**src/rtl/core/swm_pkg.sv**
```systemverilog
`timescale 1ns / 1ps
// Shared types and constants of the sliding window maximum block.
package swm_pkg;

    // window size register, fixed by the register map
    localparam int WS_W = 7;
    localparam logic [WS_W-1:0] WS_RESET = 7'd3;

    // fill state of the result buffer
    typedef struct packed {
        logic out_full;
        logic skid_full;
    } swm_buf_stat_t;

endpackage

```
**src/rtl/core/swm_obuf.sv**
```systemverilog
`timescale 1ns / 1ps
// Output register with a skid stage for result words.
module swm_obuf
    import swm_pkg::*;
#(
    parameter int W = 32
)
(
    input  logic                clk,
    input  logic                rst_n,
    input  logic                push,
    input  logic signed [W-1:0] push_data,
    input  logic                result_stall,
    output logic                result_valid,
    output logic signed [W-1:0] result_data,
    output swm_buf_stat_t       stat
);

    logic                out_valid_reg;
    logic                out_valid_next;
    logic signed [W-1:0] out_data_reg;
    logic signed [W-1:0] out_data_next;
    logic                skid_valid_reg;
    logic                skid_valid_next;
    logic signed [W-1:0] skid_data_reg;
    logic signed [W-1:0] skid_data_next;
    logic                take;

    always_comb
    begin
        take            = out_valid_reg && !result_stall;
        out_valid_next  = out_valid_reg;
        out_data_next   = out_data_reg;
        skid_valid_next = skid_valid_reg;
        skid_data_next  = skid_data_reg;
        if (skid_valid_reg)
        begin
            // input is stalled; drain the skid word once the front is taken
            if (take)
            begin
                out_data_next   = skid_data_reg;
                skid_valid_next = 1'b0;
            end
        end
        else if (push)
        begin
            if (!out_valid_reg || take)
            begin
                out_valid_next = 1'b1;
                out_data_next  = push_data;
            end
            else
            begin
                skid_valid_next = 1'b1;
                skid_data_next  = push_data;
            end
        end
        else if (take)
        begin
            out_valid_next = 1'b0;
        end
    end

    always_ff @(posedge clk or negedge rst_n)
    begin
        if (!rst_n)
        begin
            out_valid_reg  <= 1'b0;
            skid_valid_reg <= 1'b0;
        end
        else
        begin
            out_valid_reg  <= out_valid_next;
            skid_valid_reg <= skid_valid_next;
        end
    end

    always_ff @(posedge clk)
    begin
        out_data_reg  <= out_data_next;
        skid_data_reg <= skid_data_next;
    end

    assign result_valid   = out_valid_reg;
    assign result_data    = out_data_reg;
    assign stat.out_full  = out_valid_reg;
    assign stat.skid_full = skid_valid_reg;

endmodule

```
**config.mk**
```make
export PLATFORM = sky130hd
export DESIGN_NAME = swm_obuf
export DESIGN_NICKNAME = d
export VERILOG_FILES = /design/src/rtl/core/swm_pkg.sv /design/src/rtl/core/swm_obuf.sv
export SDC_FILE = /design/constraint.sdc
export NUM_CORES = 1
export LEC_CHECK = 0
export BUFFER_PORTS_ARGS = -buffer_cell sky130_fd_sc_hd__buf_2
export CAP_MARGIN = 20
export CORE_MARGIN = 3
export CORE_UTILIZATION = 51
export DETAILED_ROUTE_END_ITERATION = 7
export PLACE_DENSITY = 0.84
export SLEW_MARGIN = 20
export SYNTH_ARGS = -nofsm -noshare
export SYNTH_HDL_FRONTEND = slang
export SYNTH_SLANG_ARGS = --single-unit
```
**constraint.sdc**
```tcl
create_clock -name clk -period 5.1 [get_ports clk]
set_clock_uncertainty 0.15 [all_clocks]
set_input_delay 0.51 -clock clk [delete_from_list [all_inputs] [get_ports clk]]
set_output_delay 0.51 -clock clk [all_outputs]
set_load 0.01 [all_outputs]
```
==> flow_metrics.py, run 1 <==
metrics = {
    "timing": {
        "post-route-period-util_pct": 50.4,
        "holdWs_ps": 214,
        "fmax_mhz": 389,
        "tns_ps": 0,
        "rsz0062_at_grt": "no",
        "setup_violations": 0,
        "relSlewSlack_pct": 32.5,
        "finalHoldViolCount": 0,
        "worst_pin_slew_ps": 1010,
        "period_needed_ps": 2570,
        "drv_slew": 0,
    },
    "min_path": {
        "hp-class": "primary input to register",
    },
    "global_routing": {
        "grt_max_degree": 38,
        "grt_usage_pct": 15.0,
        "overflow": 0,
        "antenna_found_initial": 0,
        "grt_pass1_wl_microns": 6580,
        "grt_pass1_vias": 1331,
    },
    "yosys": {
        "synth_top_family_by_area": "multiplexers",
        "ys.warnings.count": 0,
        "synthArstFlopShare_pct": 3.03,
        "synthAdderAreaFrac_pct": 0,
        "synthMuxAreaShare_pct": 18.0,
        "synth-edff-count": 64,
        "synth-compound-area-share_pct": 0.879,
        "synth_top_cell_by_area": "edfxtp_1",
        "synth_cells": 114,
        "syn_area_sq_um": 2560,
        "synthFlopType": "edfxtp_1",
        "syn_nets": 150,
        "synthTopCellsByArea": "edfxtp_1 (75%), mux2_4 (16%), mux2_2 (2.2%)",
        "synth-seq-area-share_pct": 77.0,
        "synth_xor_area_share_pct": 0,
        "ys_ff_latch": 66,
        "avgSynthCellArea_sq_um": 22.5,
        "synth.most_common_cell": "edfxtp_1",
        "yosysTopAreaCellShare_pct": 75.0,
        "ys_types": 15,
        "synth-simple-area-share_pct": 0.830,
        "synth_common_cells": "edfxtp_1 (64), mux2_4 (27), mux2_2 (5), nand2_1 (3)",
    },
    "power": {
        "leakage_nw": 1.28,
        "peakVddDrop_mv": 0.539,
        "p_per_area_nw_per_um2": 569,
    },
    "routing": {
        "post-route-drc-count": 0,
        "vias": 1247,
        "firstDrtPassIters": 4,
        "drt-wirelength-per-cell_microns": 15.5,
        "ant_nets": 0,
        "vias_per_cell": 4.74,
        "wl_microns": 4080,
        "drtIter0Drc": 73,
    },
    "cts": {
        "clkLatencyLatePin_ps": 330,
        "postCtsSetupRepairBufs": 0,
        "cts_resized": 0,
        "cts_inserted_buffers": 9,
        "htreeDepth": 3,
        "cts.clk_slew.worst_paths_ps": 70,
        "clockRootBuffer": "clkbuf_8",
        "ctsHoldBuffers": 1,
        "clock-sinks": 66,
        "cts_buffer_depth": 2,
        "tritoncts": "done",
    },
    "setup_path": {
        "cp-start-kind": "register",
        "critical_path_class": "register to register",
        "cp_data_required_time_ps": 4990,
        "rrSetupSlack_ps": 2530,
        "worst_ep_arrival_time_ps": 2460,
        "path_max_fanout": 37,
        "endpoint_kind": "register",
    },
    "floorplan": {
        "start_util_pct": 53.5,
        "coreArea_sq_um": 4790,
        "dieArea_sq_um": 5910,
        "fp-row-count": 25,
        "die_w_microns": 76.9,
        "num_io_pins": 71,
        "die_h_microns": 76.9,
    },
    "cells_and_area": {
        "drive_above_1_share_pct": 61.7,
        "fillers": 325,
        "n_antenna_cell": 0,
        "area_growth_pct": 23.6,
        "nets": 227,
    },
    "place": {
        "routabilityCongestion": 0.695,
        "port_buffers": 70,
    },
    "run_status": {
        "status": "finished, final reports clean",
    },
    "job": {
        "drv_cap": 0,
    },
}
## stage by stage
stage          setup slack (ps)  utilization, %  instances  cell area [sq um]  total power [mW]
6_report                   2530            66.2        263               3170              1.80
3_3_place_gp               2510            61.3        245               2940              1.33
5_1_grt                    2380            66.2        263               3170              1.89
4_1_cts                    2350            65.9        262               3150              1.82
3_5_place_dp               2360            61.3        245               2940              1.36
2_1_floorplan              1410               -        114               2560              1.24
## layout by cell type (no fill, tap or decap), types with 2 or more instances in the layout
cell	synthesis	routed
a21oi_1	2	2
mux2_4	27	27
edfxtp_1	64	64
mux2_2	5	5
clkinv_2	0	4
nand2_1	3	3
bufinv_16	0	2
buf_2	0	70
clkbuf_8	0	9
## critical path: stages (launching register included)
cell	delay (ps)
dfrtp_2	1040
nand2_1	210
a21boi_4	610
buf_8	250
## area by class of cell
cell class | count | area [sq um] | area share (%)
clock buffers | 9 | 124 | 3.91
inverters | 1 | 3.75 | 0.118
well taps | 67 | 83.8 | 2.65
repair buffers | 72 | 375 | 11.8
clock inverters | 7 | 83.8 | 2.65
flip-flops and latches | 66 | 1970 | 62.3
multi-input cells | 41 | 524 | 16.5
## routing by layer
metal	global-route usage, %	share of wire [%]	routed length, microns
met1	17.1	41	1690
met2	24.0	51	2070
met3	5.28	6.1	247
met4	9.78	1.8	74
met5	0	0	0
## power breakdown
group / total [mW] / internal [mW] / switching, mW
combinational: 0.457 / 0.252 / 0.206
sequential: 0.891 / 0.789 / 0.102
clock: 0.455 / 0.270 / 0.186
total: 1.80 / 1.31 / 0.494
## final timing paths
| kind | startpoint | to | cells after the start |
|---|---|---|---|
| max | skid_valid_reg | result_data[22] | 3 |
| min | push_data[18] | skid_data_reg[18] | 1 |
| max reg2reg | skid_valid_reg | result_data[22] | 3 |
| min reg2reg | skid_data_reg[3] | result_data[3] | 1 |
| max in group asynchronous | rst_n | skid_valid_reg | 2 |
| min in group asynchronous | rst_n | skid_valid_reg | 2 |
## kinds of logic after synthesis
| logic type | after synthesis |
|---|---|
| multiplexers | 32 |
| buffers and inverters | 7 |
| AND/OR/NAND/NOR | 5 |
| AO/OA/AOI/OAI | 4 |
| flip-flops | 66 |
(Power assumes the default switching activity.)
==> run 2: changes to the inputs <==
--- a/config.mk
+++ b/config.mk
@@ -8,9 +8,9 @@
 export BUFFER_PORTS_ARGS = -buffer_cell sky130_fd_sc_hd__buf_2
 export CAP_MARGIN = 20
 export CORE_MARGIN = 3
-export CORE_UTILIZATION = 51
+export CORE_UTILIZATION = 46
 export DETAILED_ROUTE_END_ITERATION = 7
-export PLACE_DENSITY = 0.84
+export PLACE_DENSITY = 0.8
 export SLEW_MARGIN = 20
 export SYNTH_ARGS = -nofsm -noshare
 export SYNTH_HDL_FRONTEND = slang
==> constraint.sdc (replaced) <==
create_clock -name clk -period 2.23 [get_ports clk]
set_clock_uncertainty 0.15 [all_clocks]
set_input_delay 0.223 -clock clk [delete_from_list [all_inputs] [get_ports clk]]
set_output_delay 0.223 -clock clk [all_outputs]
set_load 0.01 [all_outputs]
==> flow_metrics.py, run 2 (synthesized netlist as in run 1, its figures left out) <==
metrics = {
    "global_routing": {
        "grt_pass1_vias": 1451,
        "grt.busiest_layer": "met2",
        "grt_usage_pct": 15.3,
        "grt_pass1_wl_microns": 7190,
        "grtUsageMet3_pct": 4.04,
        "overflow": 0,
        "antenna_found_initial": 0,
        "use_met1_pct": 19.0,
        "use_met2_pct": 25.1,
        "grt_max_degree": 33,
    },
    "cells_and_area": {
        "nets": 263,
        "fillers": 359,
        "drive_above_1_share_pct": 52.0,
        "final_cell_mix": "buf_2 (70), edfxtp_1 (64), dlygate4sd3_1 (33), mux2_4 (27), clkbuf_8 (9)",
        "n_antenna_cell": 0,
        "area_growth_pct": 35.0,
        "final_cells": 299,
        "multi_input_area_sq_um": 524,
        "final_common_cell": "buf_2",
        "utilization_pct": 66.0,
        "regArea_sq_um": 1970,
    },
    "timing": {
        "rsz0062_at_grt": "no",
        "finalHoldViolCount": 0,
        "fmax_mhz": 643,
        "setup_violations": 0,
        "post-route-period-util_pct": 69.7,
        "holdWs_ps": 15.7,
        "period_needed_ps": 1560,
        "drv_slew": 0,
        "relSlewSlack_pct": 77.9,
        "worst_pin_slew_ps": 332,
        "tns_ps": 0,
    },
    "setup_path": {
        "cp-start-kind": "register",
        "endpoint_kind": "register",
        "r2r_start": "skid_valid_reg",
        "reg2reg_to": "result_data[11]",
        "critical_path_class": "register to register",
        "path_max_fanout": 32,
        "worst_ep_arrival_time_ps": 1420,
        "rrSetupSlack_ps": 670,
        "cp_data_required_time_ps": 2100,
        "r2r_cells": 3,
    },
    "cts": {
        "clkLatencyLatePin_ps": 310,
        "postCtsSetupRepairBufs": 0,
        "cts_resized": 0,
        "cts.clk_slew.worst_paths_ps": 60,
        "cts_inserted_buffers": 9,
        "htreeDepth": 3,
        "ctsHoldBuffers": 33,
        "tritoncts": "done",
        "cts_buffer_depth": 2,
        "clock-sinks": 66,
        "clockRootBuffer": "clkbuf_8",
    },
    "routing": {
        "post-route-drc-count": 0,
        "drt-wirelength-per-cell_microns": 14.9,
        "ant_nets": 0,
        "wl_microns": 4460,
        "firstDrtPassIters": 4,
        "vias": 1404,
        "drtIter0Drc": 60,
        "vias_per_cell": 4.70,
    },
    "power": {
        "peakVddDrop_mv": 0.901,
        "leakage_nw": 1.40,
        "p_per_area_nw_per_um2": 1130,
    },
    "min_path": {
        "hold_end": "skid_valid_reg",
        "hp-class": "primary input to register",
        "hold_depth": 3,
        "hold_start": "result_stall",
    },
    "place": {
        "port_buffers": 70,
        "routabilityCongestion": 0.673,
        "post-place-cells": 253,
        "detailed_place_hpwl_microns": 2860,
    },
    "floorplan": {
        "die_h_microns": 80.6,
        "dieArea_sq_um": 6500,
        "coreArea_sq_um": 5240,
        "fp-row-count": 26,
        "start_util_pct": 48.9,
        "num_io_pins": 71,
        "die_w_microns": 80.6,
    },
    "job": {
        "drv_cap": 0,
    },
    "run_status": {
        "status": "finished, final reports clean",
    },
}
-- run 2: cell count changes in the layout (fill, tap and decap cells not counted) --
cell / before / now
clkbuf_1: 0 / 2
buf_12: 0 / 1
buf_4: 0 / 4
bufinv_16: 2 / 0
buf_8: 1 / 0
clkinv_1: 1 / 2
dlygate4sd3_1: 1 / 33
clkinv_2: 4 / 0
-- run 2: critical path, cell delays in order (launching register included) --
cell      delay [ps]
dfrtp_2          420
nand2b_1         250
a21boi_4         210
buf_12           220
-- run 2: worst max path at each step --
stage                         startpoint               to  slack, ps  cells past startpoint
final                     skid_valid_reg  result_data[11]        670                      3
after global routing      skid_valid_reg  result_data[17]        600                      3
after CTS                 skid_valid_reg  result_data[23]        670                      3
after detailed placement  skid_valid_reg   result_data[6]        670                      3
after global placement    skid_valid_reg   result_data[3]        710                      3
after floorplan           skid_valid_reg   result_data[0]         10                      4
-- run 2: layout make-up --
class | instances | share of cell area, %
Clock buffer | 11 | 3.80
Inverter | 1 | 0.109
Sequential cell | 66 | 57.1
Clock inverter | 2 | 0.217
Tap cell | 70 | 2.53
Multi-Input combinational cell | 41 | 15.2
Timing Repair Buffer | 108 | 21.1
-- run 2: layer usage --
| layer | up-vias | routed length [microns] |
|---|---|---|
| li1 | 667 | - |
| met1 | 671 | 1850 |
| met5 | - | 0 |
| met4 | 0 | 51 |
| met3 | 9 | 295 |
| met2 | 57 | 2260 |
-- run 2: stage by stage --
| step | cell area, sq um | setup slack [ps] | total power [mW] |
|---|---|---|---|
| floorplan | 2570 | 10.7 | 2.83 |
| global placement | 2990 | 706 | 3.13 |
| detailed placement | 2990 | 675 | 3.16 |
| CTS | 3460 | 670 | 3.96 |
| global route | 3460 | 599 | 4.14 |
| finish | 3460 | 675 | 3.92 |
-- run 2: power breakdown --
group	total, mW	switching [mW]	internal (mW)
registers	1.90	0.0940	1.81
clock network	0.749	0.372	0.378
logic	1.27	0.632	0.635
==> run 3: changes to the inputs <==
==> constraint.sdc (replaced) <==
create_clock -name clk -period 1.4 [get_ports clk]
set_clock_uncertainty 0.15 [all_clocks]
set_input_delay 0.14 -clock clk [delete_from_list [all_inputs] [get_ports clk]]
set_output_delay 0.14 -clock clk [all_outputs]
set_load 0.01 [all_outputs]
==> flow_metrics.py, run 3 (synthesized netlist as in run 1, its figures left out) <==
metrics = {
    "run_status": {
        "status": "finished with violations",
        "violations": "negative setup slack",
    },
    "min_path": {
        "hp-class": "primary input to register",
    },
    "setup_path": {
        "crit_end": "result_data[9]",
        "crit_path_start": "skid_valid_reg",
        "r2r_cells": 3,
        "worst_ep_arrival_time_ps": 1320,
        "r2r_start": "skid_valid_reg",
        "critical-path-top-delay-family": "flip-flops",
        "worstPathBufferInverterCount": 1,
        "cp-start-kind": "register",
        "cpMaxStageDelayCell": "dfrtp_2",
        "endpoint_kind": "register",
        "path_max_fanout": 18,
        "cp_data_required_time_ps": 1280,
        "critical_path_class": "register to register",
        "reg2reg_to": "result_data[9]",
        "path_depth": 3,
        "crit_chain": "nand2b_4 -> a21boi_4 -> buf_12",
        "rrSetupSlack_ps": -30,
        "cp_slowest_stage_delay_ps": 430,
    },
    "place": {
        "detailed_place_hpwl_microns": 2850,
        "port_buffers": 70,
        "dp_slack_ps": -46.9,
        "dpl_cell_area_sq_um": 3100,
        "routabilityCongestion": 0.720,
        "post-place-cells": 261,
    },
    "routing": {
        "drtIter0Drc": 78,
        "wl_microns": 4540,
        "post-route-drc-count": 0,
        "m1WireLength_microns": 1920,
        "firstDrtPassIters": 4,
        "ant_nets": 0,
        "dr_wl_met3_microns": 239,
        "vias_per_cell": 4.46,
        "drt-wirelength-per-cell_microns": 14.4,
        "vias": 1402,
        "wl_met2_microns": 2300,
        "dr.max_layer_used": "met4",
    },
    "cells_and_area": {
        "drive_above_1_share_pct": 55.3,
        "final_common_cell": "buf_2",
        "n_antenna_cell": 0,
        "final_cell_mix": "buf_2 (70), edfxtp_1 (64), dlygate4sd3_1 (36), mux2_4 (27), clkbuf_8 (9)",
        "final_area_sq_um": 3700,
        "final_cells": 314,
        "utilization_pct": 70.7,
        "nets": 277,
        "area_growth_pct": 44.5,
    },
    "cts": {
        "clock-sinks": 66,
        "clkLatencyLatePin_ps": 320,
        "cts_inserted_buffers": 9,
        "cts.clk_slew.worst_paths_ps": 70,
        "cts_buffer_depth": 2,
        "clockRootBuffer": "clkbuf_8",
        "htreeDepth": 3,
        "tritoncts": "done",
    },
    "floorplan": {
        "fp-row-count": 26,
        "die_w_microns": 80.6,
        "die_h_microns": 80.6,
        "dieArea_sq_um": 6500,
        "start_util_pct": 48.9,
        "coreArea_sq_um": 5240,
        "num_io_pins": 71,
    },
    "global_routing": {
        "grt_pass1_vias": 1531,
        "grt_pass1_wl_microns": 7320,
        "antenna_found_initial": 0,
        "grt_max_degree": 30,
        "grt_usage_pct": 15.7,
        "overflow": 0,
    },
    "timing": {
        "period_needed_ps": 1430,
        "setup_violations": 58,
        "worst_pin_slew_ps": 220,
        "post-route-period-util_pct": 102,
        "fmax_mhz": 698,
        "setup_slack_ps": -32.4,
        "drv_slew": 0,
        "rsz0062_at_grt": "yes",
        "finalHoldViolCount": 0,
        "relSlewSlack_pct": 85.3,
    },
    "power": {
        "p_per_area_nw_per_um2": 1840,
        "leakage_nw": 1.51,
        "peakVddDrop_mv": 1.17,
    },
    "job": {
        "drv_cap": 0,
    },
}
run 3: cell count changes in the layout (fill, tap and decap cells not counted), sizes merged:
cell         delta
clkbuf          -1
dlygate4sd3     +3
clkinvlp        +1
clkinv          +2
buf            +10
run 3: worst min-delay path by stage:
stage                             from                to  slack (ps)  cells past startpoint
after floorplan                  rst_n      result_valid        -310                      0
after global placement           rst_n      result_valid        -220                      1
after detailed placement         rst_n      result_valid        -220                      1
after CTS                 result_stall  skid_data_reg[5]         280                      5
after global routing      result_stall  skid_data_reg[5]         310                      5
final                     result_stall  skid_data_reg[0]         310                      5
run 3: cell type report:
cell class	instances	area, sq um
clock inverters	5	23.8
multi-input cells	41	542
flip-flops and latches	66	1970
inverters	1	3.75
clock buffers	9	124
well taps	70	87.6
fillers	349	1530
repair buffers	122	950
run 3: metrics by stage:
| step | TNS, ps | power, mW | hold WS (ps) |
|---|---|---|---|
| 2_1_floorplan | -24490 | 4.56 | -306 |
| 3_3_place_gp | -275 | 5.28 | -219 |
| 3_5_place_dp | -1950 | 5.33 | -219 |
| 5_1_grt | -4500 | 7.16 | 307 |
| 4_1_cts | -1650 | 6.85 | 285 |
| 6_report | -994 | 6.82 | 307 |
run 3: power breakdown:
| part | internal, mW | switching, mW |
|---|---|---|
| Sequential | 2.88 | 0.144 |
| Clock | 0.600 | 0.630 |
| Combinational | 1.44 | 1.12 |
run 3: layer usage:
metal  vias up  GRT usage, %
li1        695             -
met1       651          18.2
met2        47          27.0
met3         9          4.37
met4         0          7.09
met5         -             0
run 3: timing repair:
action | in CTS | in global routing
gates resized for setup | 7 | 0
gates cloned | 1 | 1
pin swaps | 0 | 0
endpoints found under the hold margin | 68 | 0
setup buffers | 1 | 0
hold buffers | 36 | 0
setup endpoints to repair | 89 | 86
run 3: worst min-delay path, cell delays in order:
cell,delay (ps)
buf_2,110
nand2_2,80
buf_6,100
nor2_4,40
buf_4,140
