--- src/rtl/core/swm_pkg.sv ---
`timescale 1ns / 1ps
// Shared types and constants of the sliding window maximum block.
package swm_pkg;

    // window size register, fixed by the register map
    localparam int WS_W = 7;
    localparam logic [WS_W-1:0] WS_RESET = 7'd3;

    // fill state of the result buffer
    typedef struct packed {
        logic out_full;
        logic skid_full;
    } swm_buf_stat_t;

endpackage

--- src/rtl/core/swm_cell.sv ---
`timescale 1ns / 1ps
// One cell of the running-maximum chain: max of the samples aged 0 up to its index.
module swm_cell
    import swm_pkg::*;
#(
    parameter int W = 32
)
(
    input  logic                clk,
    input  logic                en,
    input  logic signed [W-1:0] sample,
    input  logic signed [W-1:0] prev_max,
    output logic signed [W-1:0] max_reg
);

    logic signed [W-1:0] max_next;

    always_comb
    begin
        max_next = (sample > prev_max) ? sample : prev_max;
    end

    always_ff @(posedge clk)
    begin
        if (en)
        begin
            max_reg <= max_next;
        end
    end

endmodule

--- config.mk ---
export PLATFORM = sky130hd
export DESIGN_NAME = swm_cell
export DESIGN_NICKNAME = d
export VERILOG_FILES = /design/src/rtl/core/swm_pkg.sv /design/src/rtl/core/swm_cell.sv
export SDC_FILE = /design/constraint.sdc
export NUM_CORES = 1
export LEC_CHECK = 0
export ABC_AREA = 1
export BUFFER_PORTS_ARGS = -buffer_cell sky130_fd_sc_hd__buf_2
export CORE_AREA = 2 2 76 78
export CTS_BUF_LIST = sky130_fd_sc_hd__clkbuf_4 sky130_fd_sc_hd__clkbuf_8
export CTS_CLUSTER_DIAMETER = 120
export DETAILED_ROUTE_END_ITERATION = 10
export DIE_AREA = 0 0 78 80
export GPL_TIMING_DRIVEN = 0
export PLACE_DENSITY = 0.83
export SLEW_MARGIN = 20
export SYNTH_ARGS = -nofsm -noshare
export SYNTH_HDL_FRONTEND = slang
export SYNTH_SLANG_ARGS = --single-unit
--- constraint.sdc ---
create_clock -name clk -period 1.87 [get_ports clk]
set_input_delay 0.0935 -clock clk [delete_from_list [all_inputs] [get_ports clk]]
set_output_delay 0.0935 -clock clk [all_outputs]
set_load 0.1 [all_outputs]
==> tab_implementation.tex, run 1 <==
\begin{tabular}{lr}
\hline
Metric & Value \\
\hline
\multicolumn{2}{l}{\textbf{Synthesis}} \\
\quad Synthesized area divided by synthesized cell count & 8.28 um2 \\
\quad Total of warnings raised by yosys & 0 \\
\quad Netlist Area Pre-Place & 0.00238 mm2 \\
\quad Synthesis-stage register bit count & 32 \\
\quad Area share of the leading cell type in the synthesized netlist & 40.3\% \\
\quad Cell with the most instances after synthesis & sky130\_fd\_sc\_hd\_\_nand2\_1 \\
\quad Async SR Flop Fraction & 0\% \\
\quad Number of enable-type register cells in the synthesized netlist & 32 \\
\quad Top cell types by occurrence after synthesis & 102 x sky130\_fd\_sc\_hd\_\_nand2\_1, 41 x sky130\_fd\_sc\_hd\_\_inv\_1, 34 x sky130\_fd\_sc\_hd\_\_nand4\_1 \\
\quad Number of distinct library cells after synthesis & 19 \\
\quad Cell type contributing the most total cell area after synthesis & sky130\_fd\_sc\_hd\_\_edfxtp\_1 \\
\quad Top area cells in the synthesized netlist & sky130\_fd\_sc\_hd\_\_edfxtp\_1 40\%, sky130\_fd\_sc\_hd\_\_ha\_1 17\%, sky130\_fd\_sc\_hd\_\_nand2\_1 16\% \\
\quad Synthesized instance count & 288 \\
\quad Post-synth top flop & sky130\_fd\_sc\_hd\_\_edfxtp\_1 \\
\quad Nets in the synthesized netlist & 386 \\
\quad Portion of the post-synthesis area used by sequential elements & 40.3\% \\
\multicolumn{2}{l}{\textbf{GRT}} \\
\quad Met3 Resource Use GR & 4.19\% \\
\quad Antenna violations before repair & 0 \\
\quad Maximum number of pins on one net before global-route repair & 33 \\
\quad Remaining global-route overflow & 0 \\
\quad Via count of the first global-routing pass & 2199 \\
\quad Busiest layer in global routing & met2 \\
\quad Global-route met2 utilization & 35.9\% \\
\quad Total GRT Usage & 19.2\% \\
\quad Wire length of the first global-routing pass & 9.51 mm \\
\quad GRT met1 Usage & 22.2\% \\
\multicolumn{2}{l}{\textbf{Floorplanning}} \\
\quad Die area & 0.00624 mm2 \\
\quad Starting utilization of the core area & 44.1\% \\
\quad IO Pins & 98 \\
\quad Core footprint & 0.00541 mm2 \\
\quad Die outline width & 78 um \\
\quad Vert. Die Dim & 80 um \\
\quad Placement Rows & 27 \\
\multicolumn{2}{l}{\textbf{Detailed routing}} \\
\quad Detailed-routing iteration count for the pre-antenna-repair pass & 4 \\
\quad \# DRC & 0 \\
\quad ANT nets after route & 0 \\
\quad WL per Instance & 12.4 um \\
\quad Drt first-iter violations & 91 \\
\quad Routed wire length & 5.78 mm \\
\quad Avg Vias per Cell & 4.97 \\
\quad Count of vias placed by the detailed router & 2313 \\
\multicolumn{2}{l}{\textbf{Clock network}} \\
\quad Clock root buffer master & sky130\_fd\_sc\_hd\_\_clkbuf\_8 \\
\quad Number of buffers created by CTS & 5 \\
\quad Post-cts hold buffer count & 0 \\
\quad Number of H-tree levels & 2 \\
\quad Number of clock sinks & 32 \\
\quad Clock slew at reported path FFs & 0.07 ns \\
\quad Clock tree from TritonCTS & done \\
\quad Number of cells upsized or downsized after cts & 0 \\
\quad Buffer levels on the longest clock path & 2 \\
\quad Post-CTS Setup Repair Bufs & 0 \\
\multicolumn{2}{l}{\textbf{Layout}} \\
\quad Nets@finish & 490 \\
\quad Non-Filler Instances & 465 \\
\quad Multi-input gate area & 0.00123 mm2 \\
\quad Antenna diode instance count & 0 \\
\quad Share of the core filled with cells in the final layout & 57.1\% \\
\quad Fill cell instance count of the final layout & 495 \\
\quad Max FFs per register & 32 \\
\quad Sequential cell area & 961 um2 \\
\quad Area delta synth->final & 29.4\% \\
\quad Fraction of final layout cells with drive strength greater than 1 & 30.8\% \\
\multicolumn{2}{l}{\textbf{Power and ir drop}} \\
\quad Total net switching power & 1.33 mW \\
\quad Fraction of power spent switching nets & 47.0\% \\
\quad Cell internal power dissipation & 1.50 mW \\
\quad Worst VDD drop & 0.488 mV \\
\quad Share of total power in the clock network & 18.9\% \\
\quad Power Density & 918 mW/mm2 \\
\quad Leakage dissipation & 1.69 nW \\
\quad Share of power burned in registers & 33.2\% \\
\quad Logic gate share of total power & 47.8\% \\
\multicolumn{2}{l}{\textbf{Critical path}} \\
\quad Type of the setup path with the least slack & in -> reg \\
\quad Critical Path Source Type & input port \\
\quad Cell Chain, Critical Path & buf\_2 -> inv\_1 -> ha\_1 -> nand2\_1 -> nor2\_1 -> nand3\_1 -> nor3b\_2 -> nand2\_2 -> nand2\_1 -> nand2\_4 -> buf\_4 -> nand4\_1 -> nand2\_1 \\
\quad Critical Path AT & 1.70 ns \\
\quad Bufs and invs on worst path & 3 \\
\quad CP required & 1.90 ns \\
\quad Cell with the largest stage delay on the worst path & sky130\_fd\_sc\_hd\_\_ha\_1 \\
\quad Most Frequent Cell on Critical Path & sky130\_fd\_sc\_hd\_\_nand2\_1 \\
\quad Top fanout value on the critical path & 10 \\
\quad Setup crit end kind & register \\
\quad Cell family with the largest share of critical-path delay & simple AND/OR/NAND/NOR gates \\
\quad Maximum single-stage delay on the critical path & 0.28 ns \\
\quad Critical path startpoint & prev\_max[23] \\
\multicolumn{2}{l}{\textbf{Placed design}} \\
\quad Detail Placement HPWL & 4.40 mm \\
\quad Number of buffer cells added on primary ports & 97 \\
\quad RePlAce Congestion & 0.776 \\
\quad Pre-CTS worst setup slack & -0.170 ns \\
\quad Total instance count after detailed placement & 457 \\
\multicolumn{2}{l}{\textbf{Timing}} \\
\quad Final Cycle Share & 89.5\% \\
\quad Fin. max-slew vios & 0 \\
\quad Pin slew with the least headroom to its limit & 0.750 ns \\
\quad Highest clock rate & 0.598 GHz \\
\quad Post-route worst hold slack & 0.0901 ns \\
\quad Min Tclk post-route & 1.67 ns \\
\quad Final setup fails & 0 \\
\quad Worst-case headroom to the max-slew limit & 50.0\% \\
\quad Final hold vios & 0 \\
\quad RSZ-0062 raised after global routing & no \\
\quad Crit path setup slack, layout & 0.197 ns \\
\multicolumn{2}{l}{\textbf{Job}} \\
\quad Number of maximum-capacitance constraint violations & 0 \\
\multicolumn{2}{l}{\textbf{Min path}} \\
\quad Min-delay src & prev\_max[0] \\
\quad Worst hold-check path type & in -> reg \\
\multicolumn{2}{l}{\textbf{Run status}} \\
\quad Result of the run & completed \\
\hline
\end{tabular}
-- layout by cell type (no fill, tap or decap), types with 2 or more instances in the layout --
| cell | synthesis | layout |
|---|---|---|
| sky130_fd_sc_hd__buf_2 | 6 | 100 |
| sky130_fd_sc_hd__buf_4 | 0 | 3 |
| sky130_fd_sc_hd__o21ai_0 | 2 | 2 |
| sky130_fd_sc_hd__nand4_1 | 34 | 34 |
| sky130_fd_sc_hd__nand2_1 | 102 | 101 |
| sky130_fd_sc_hd__ha_1 | 32 | 31 |
| sky130_fd_sc_hd__o21a_1 | 2 | 2 |
| sky130_fd_sc_hd__nand3_4 | 1 | 2 |
| sky130_fd_sc_hd__edfxtp_1 | 32 | 32 |
| sky130_fd_sc_hd__a21oi_1 | 14 | 13 |
| sky130_fd_sc_hd__inv_1 | 41 | 41 |
| sky130_fd_sc_hd__buf_6 | 3 | 3 |
| sky130_fd_sc_hd__clkbuf_8 | 0 | 5 |
| sky130_fd_sc_hd__clkbuf_1 | 3 | 3 |
| sky130_fd_sc_hd__nand3_1 | 2 | 2 |
| sky130_fd_sc_hd__nor2_1 | 9 | 9 |
| sky130_fd_sc_hd__clkbuf_4 | 0 | 2 |
-- final cells by class --
| class | count | area share [%] |
|---|---|---|
| multi-input combinational | 203 | 39.7 |
| sequential | 32 | 31.1 |
| timing repair buffer | 97 | 15.7 |
| inverter | 41 | 4.99 |
| tap | 72 | 2.92 |
| clock buffer | 7 | 2.72 |
| buffer | 12 | 2.68 |
| clock inverter | 1 | 0.122 |
-- final timing paths --
path / to / slack [ns] / cells after the start
max: max_reg[4]$_DFFE_PP_ / 0.20 / 13
min: max_reg[0]$_DFFE_PP_ / 0.09 / 3
-- metal layers --
metal | vias to the layer above | wire, um
li1 | 1182 | -
met2 | 85 | 2940
met3 | 2 | 372
met5 | - | 0
met1 | 1044 | 2440
met4 | 0 | 34
-- through the flow --
stage | setup TNS (ns) | cell area (um2) | power, mW
final | 0 | 3090 | 2.83
after CTS | 0 | 3050 | 2.84
after global placement | -3.82 | 2960 | 2.27
after floorplan | 0 | 2380 | 2.02
after global routing | 0 | 3090 | 2.97
after detailed placement | -4.37 | 2960 | 2.29
-- power groups by stage --
stage | sequential [mW] | combinational [mW] | clock [mW]
after floorplan | 1.68 | 0.342 | 0
after global placement | 0.956 | 1.31 | 0
after detailed placement | 0.957 | 1.34 | 0
after CTS | 0.943 | 1.34 | 0.550
after global routing | 0.950 | 1.45 | 0.579
final | 0.942 | 1.36 | 0.536
-- cell families (layout without fill, tap and decap cells) --
kind of cell | count (synthesis) | count (layout) | share of synthesized area [%]
buf+inv | 53 | 158 | 9.60
fa+ha+maj | 32 | 32 | 16.8
simple gates | 152 | 152 | 29.0
compound gates | 19 | 19 | 4.30
flops | 32 | 32 | 40.3
Power figures use the tool's default switching activity.
==> inputs of run 2 (changes only) <==
==> constraint.sdc (replaced) <==
create_clock -name clk -period 1.87 [get_ports clk]
set_input_delay 0.374 -clock clk [delete_from_list [all_inputs] [get_ports clk]]
set_output_delay 0.374 -clock clk [all_outputs]
set_load 0.1 [all_outputs]
==> run 2 against run 1 <==
  * The flow now finishes with violations (setup timing)
  * Utilization grew 17 points
  * Fmax is 16% lower
  * Worst hold slack improved by 0.26 ns
  * Routed wire length grew 33%
  * Power is 19% higher
  * Final area up 30%
  * Final cell count rose by 2.2%
  * Critical path type unchanged
  * Critical endpoint is now max_reg[28]$_DFFE_PP_
==> tab_implementation.tex, run 2 (synthesis gave the netlist of run 1 again) <==
\begin{tabular}{lr}
\hline
Metric & Value \\
\hline
\multicolumn{2}{l}{\textbf{Detailed routing}} \\
\quad Count of vias placed by the detailed router & 2530 (+9.4\%) \\
\quad Detailed-routing iteration count for the pre-antenna-repair pass & 4 (unchanged) \\
\quad Drt first-iter violations & 151 (+66\%) \\
\quad WL per Instance & 16.2 um (+30\%) \\
\quad \# DRC & 0 (unchanged) \\
\quad ANT nets after route & 0 (unchanged) \\
\quad Routed wire length & 7.69 mm (+33\%) \\
\quad Avg Vias per Cell & 5.33 (+7.1\%) \\
\multicolumn{2}{l}{\textbf{Power and ir drop}} \\
\quad Share of power burned in registers & 28.1\% (-5.1 points) \\
\quad Leakage dissipation & 1.87 nW (+11\%) \\
\quad Worst VDD drop & 0.669 mV (+37\%) \\
\quad Cell internal power dissipation & 1.82 mW (+21\%) \\
\quad Total net switching power & 1.54 mW (+16\%) \\
\quad Power Density & 841 mW/mm2 (-8.4\%) \\
\quad Share of total power in the clock network & 20.5\% (+1.6 points) \\
\quad Fraction of power spent switching nets & 45.8\% (-1.2 points) \\
\quad Design Power & 3.36 mW (+19\%) \\
\quad Logic gate share of total power & 51.4\% (+3.6 points) \\
\multicolumn{2}{l}{\textbf{GRT}} \\
\quad Antenna violations before repair & 0 (unchanged) \\
\quad Remaining global-route overflow & 0 (unchanged) \\
\quad Via count of the first global-routing pass & 2386 (+8.5\%) \\
\quad Total GRT Usage & 21.5\% (+2.3 points) \\
\quad Maximum number of pins on one net before global-route repair & 33 (unchanged) \\
\quad Wire length of the first global-routing pass & 10.5 mm (+11\%) \\
\multicolumn{2}{l}{\textbf{Layout}} \\
\quad Max FFs per register & 32 (unchanged) \\
\quad Commonest cells after routing, fill and taps aside & 80 x sky130\_fd\_sc\_hd\_\_buf\_2, 47 x sky130\_fd\_sc\_hd\_\_nand2\_2, 45 x sky130\_fd\_sc\_hd\_\_nand2\_1 \\
\quad Nets@finish & 500 (+2.0\%) \\
\quad Fin area & 0.00400 mm2 (+30\%) \\
\quad Area delta synth->final & 67.7\% \\
\quad Antenna diode instance count & 0 (unchanged) \\
\quad Leading cell type in the layout, fill and taps excluded & sky130\_fd\_sc\_hd\_\_buf\_2 \\
\quad Fraction of final layout cells with drive strength greater than 1 & 65.0\% (+34 points) \\
\quad Fill cell instance count of the final layout & 389 (-21\%) \\
\multicolumn{2}{l}{\textbf{Floorplanning}} \\
\quad IO Pins & 98 (unchanged) \\
\quad Vert. Die Dim & 80 um (unchanged) \\
\quad Die outline width & 78 um (unchanged) \\
\quad Core footprint & 0.00541 mm2 (unchanged) \\
\quad Starting utilization of the core area & 44.1\% (unchanged) \\
\quad Placement Rows & 27 (unchanged) \\
\quad Die area & 0.00624 mm2 (unchanged) \\
\multicolumn{2}{l}{\textbf{Clock network}} \\
\quad Number of clock sinks & 32 (unchanged) \\
\quad Post-cts hold buffer count & 0 (unchanged) \\
\quad Number of buffers created by CTS & 5 (unchanged) \\
\quad Clock tree from TritonCTS & done \\
\quad Clock slew at reported path FFs & 0.08 ns (about the same) \\
\quad Number of H-tree levels & 2 (unchanged) \\
\quad Clock root buffer master & sky130\_fd\_sc\_hd\_\_clkbuf\_8 \\
\quad Buffer levels on the longest clock path & 2 (unchanged) \\
\multicolumn{2}{l}{\textbf{Timing}} \\
\quad Crit path setup slack, layout & -0.115 ns (-0.312 ns) \\
\quad Highest clock rate & 0.504 GHz (-16\%) \\
\quad Worst-case headroom to the max-slew limit & 48.2\% (-1.8 points) \\
\quad Min Tclk post-route & 1.99 ns (+0.312 ns) \\
\quad Fin. max-slew vios & 0 (unchanged) \\
\quad RSZ-0062 raised after global routing & yes \\
\quad Pin slew with the least headroom to its limit & 0.776 ns (+0.0263 ns) \\
\quad Final Cycle Share & 106\% (+17 points) \\
\quad Post-route worst hold slack & 0.348 ns (+0.258 ns) \\
\quad Final setup fails & 30 (+30) \\
\quad Final hold vios & 0 (unchanged) \\
\multicolumn{2}{l}{\textbf{Min path}} \\
\quad Worst hold-check path type & in -> reg \\
\quad Min-delay src & prev\_max[9] \\
\multicolumn{2}{l}{\textbf{Critical path}} \\
\quad CP required & 1.90 ns (about the same) \\
\quad Type of the setup path with the least slack & in -> reg \\
\quad Setup crit end kind & register \\
\quad Critical path startpoint & prev\_max[6] \\
\quad Critical Path Source Type & input port \\
\quad Top fanout value on the critical path & 8 (-2) \\
\quad Critical Path AT & 2.01 ns (+0.31 ns) \\
\multicolumn{2}{l}{\textbf{Run status}} \\
\quad Violations in the final reports & setup timing \\
\quad Result of the run & finished, violations left \\
\multicolumn{2}{l}{\textbf{Placed design}} \\
\quad Total placed instance area & 0.00326 mm2 (+10\%) \\
\quad Pre-CTS worst setup slack & -0.416 ns (-0.246 ns) \\
\quad Number of buffer cells added on primary ports & 97 (unchanged) \\
\quad Detail Placement HPWL & 4.79 mm (+9.0\%) \\
\quad RePlAce Congestion & 0.796 (+2.7\%) \\
\multicolumn{2}{l}{\textbf{Job}} \\
\quad Number of maximum-capacitance constraint violations & 0 (unchanged) \\
\hline
\end{tabular}
-- run 2: cell types whose count changed in the layout (fill, tap and decap cells not counted), moves of 10 or more --
cell	before	now
sky130_fd_sc_hd__buf_6	3	22
sky130_fd_sc_hd__nand2_1	101	45
sky130_fd_sc_hd__inv_1	41	12
sky130_fd_sc_hd__buf_2	100	80
sky130_fd_sc_hd__inv_2	0	22
sky130_fd_sc_hd__ha_4	1	28
sky130_fd_sc_hd__nand2_4	1	11
sky130_fd_sc_hd__nand2_2	1	47
sky130_fd_sc_hd__ha_1	31	4
-- run 2: repair_timing --
item,CTS,global route
gates resized for setup,34,120
setup buffers,2,7
cloned,2,1
pin swaps,15,51
setup endpoints to repair,30,31
-- run 2: per-layer routing --
layer  wire, um  share of wire (%)  vias up  global-route usage, %
met3        529                6.9       11                   5.09
met1       2830                 37     1203                   24.8
met4        127                1.7        0                   5.79
li1           -                  -     1203                      -
met5          0                  0        -                      0
met2       4200                 55      113                   39.7
-- run 2: through the flow --
stage	std cells	setup TNS (ns)	util, %
detailed placement	457	-12.32	60.3
CTS	469	-0.00469	65.0
global route	475	-4.77	74.0
finish	475	-2.06	74.0
floorplan	288	-0.412	-
global placement	457	-11.73	60.3
-- run 2: worst max-delay path: stages --
cell and delay, ns:
sky130_fd_sc_hd__buf_4 0.13, sky130_fd_sc_hd__inv_2 0.07, sky130_fd_sc_hd__ha_4 0.20, sky130_fd_sc_hd__nand2_4 0.07, sky130_fd_sc_hd__nor2_1 0.06, sky130_fd_sc_hd__nor2_1 0.10
sky130_fd_sc_hd__nand2_1 0.08, sky130_fd_sc_hd__nand2_1 0.07, sky130_fd_sc_hd__nand2_1 0.06, sky130_fd_sc_hd__nand2_2 0.11, sky130_fd_sc_hd__nand2_2 0.07, sky130_fd_sc_hd__nand2_4 0.11
sky130_fd_sc_hd__nand3_4 0.17, sky130_fd_sc_hd__buf_8 0.20, sky130_fd_sc_hd__nand2_2 0.06, sky130_fd_sc_hd__nand2_1 0.07
-- run 2: path summary, 6_finish.rpt --
path,end,cells after the start
worst max-delay path,max_reg[28]$_DFFE_PP_,16
worst min-delay path,max_reg[9]$_DFFE_PP_,3
-- run 2: power groups by stage --
| stage | registers [mW] | clock network (mW) | logic, mW |
|---|---|---|---|
| after CTS | 0.946 | 0.696 | 1.50 |
| after global routing | 0.952 | 0.728 | 1.82 |
| final | 0.944 | 0.690 | 1.73 |
| after global placement | 0.956 | 0 | 1.40 |
| after detailed placement | 0.959 | 0 | 1.43 |
| after floorplan | 1.68 | 0 | 0.402 |
-- run 2: cell type report --
type,instances,area [um2],area share [%]
multi-input combinational,203,1840,45.9
sequential,32,961,24.0
timing repair buffer,109,734,18.4
inverter,41,181,4.54
tap,72,90.1,2.25
buffer,10,86.3,2.16
clock buffer,6,76.3,1.91
clock inverter,2,35.0,0.876
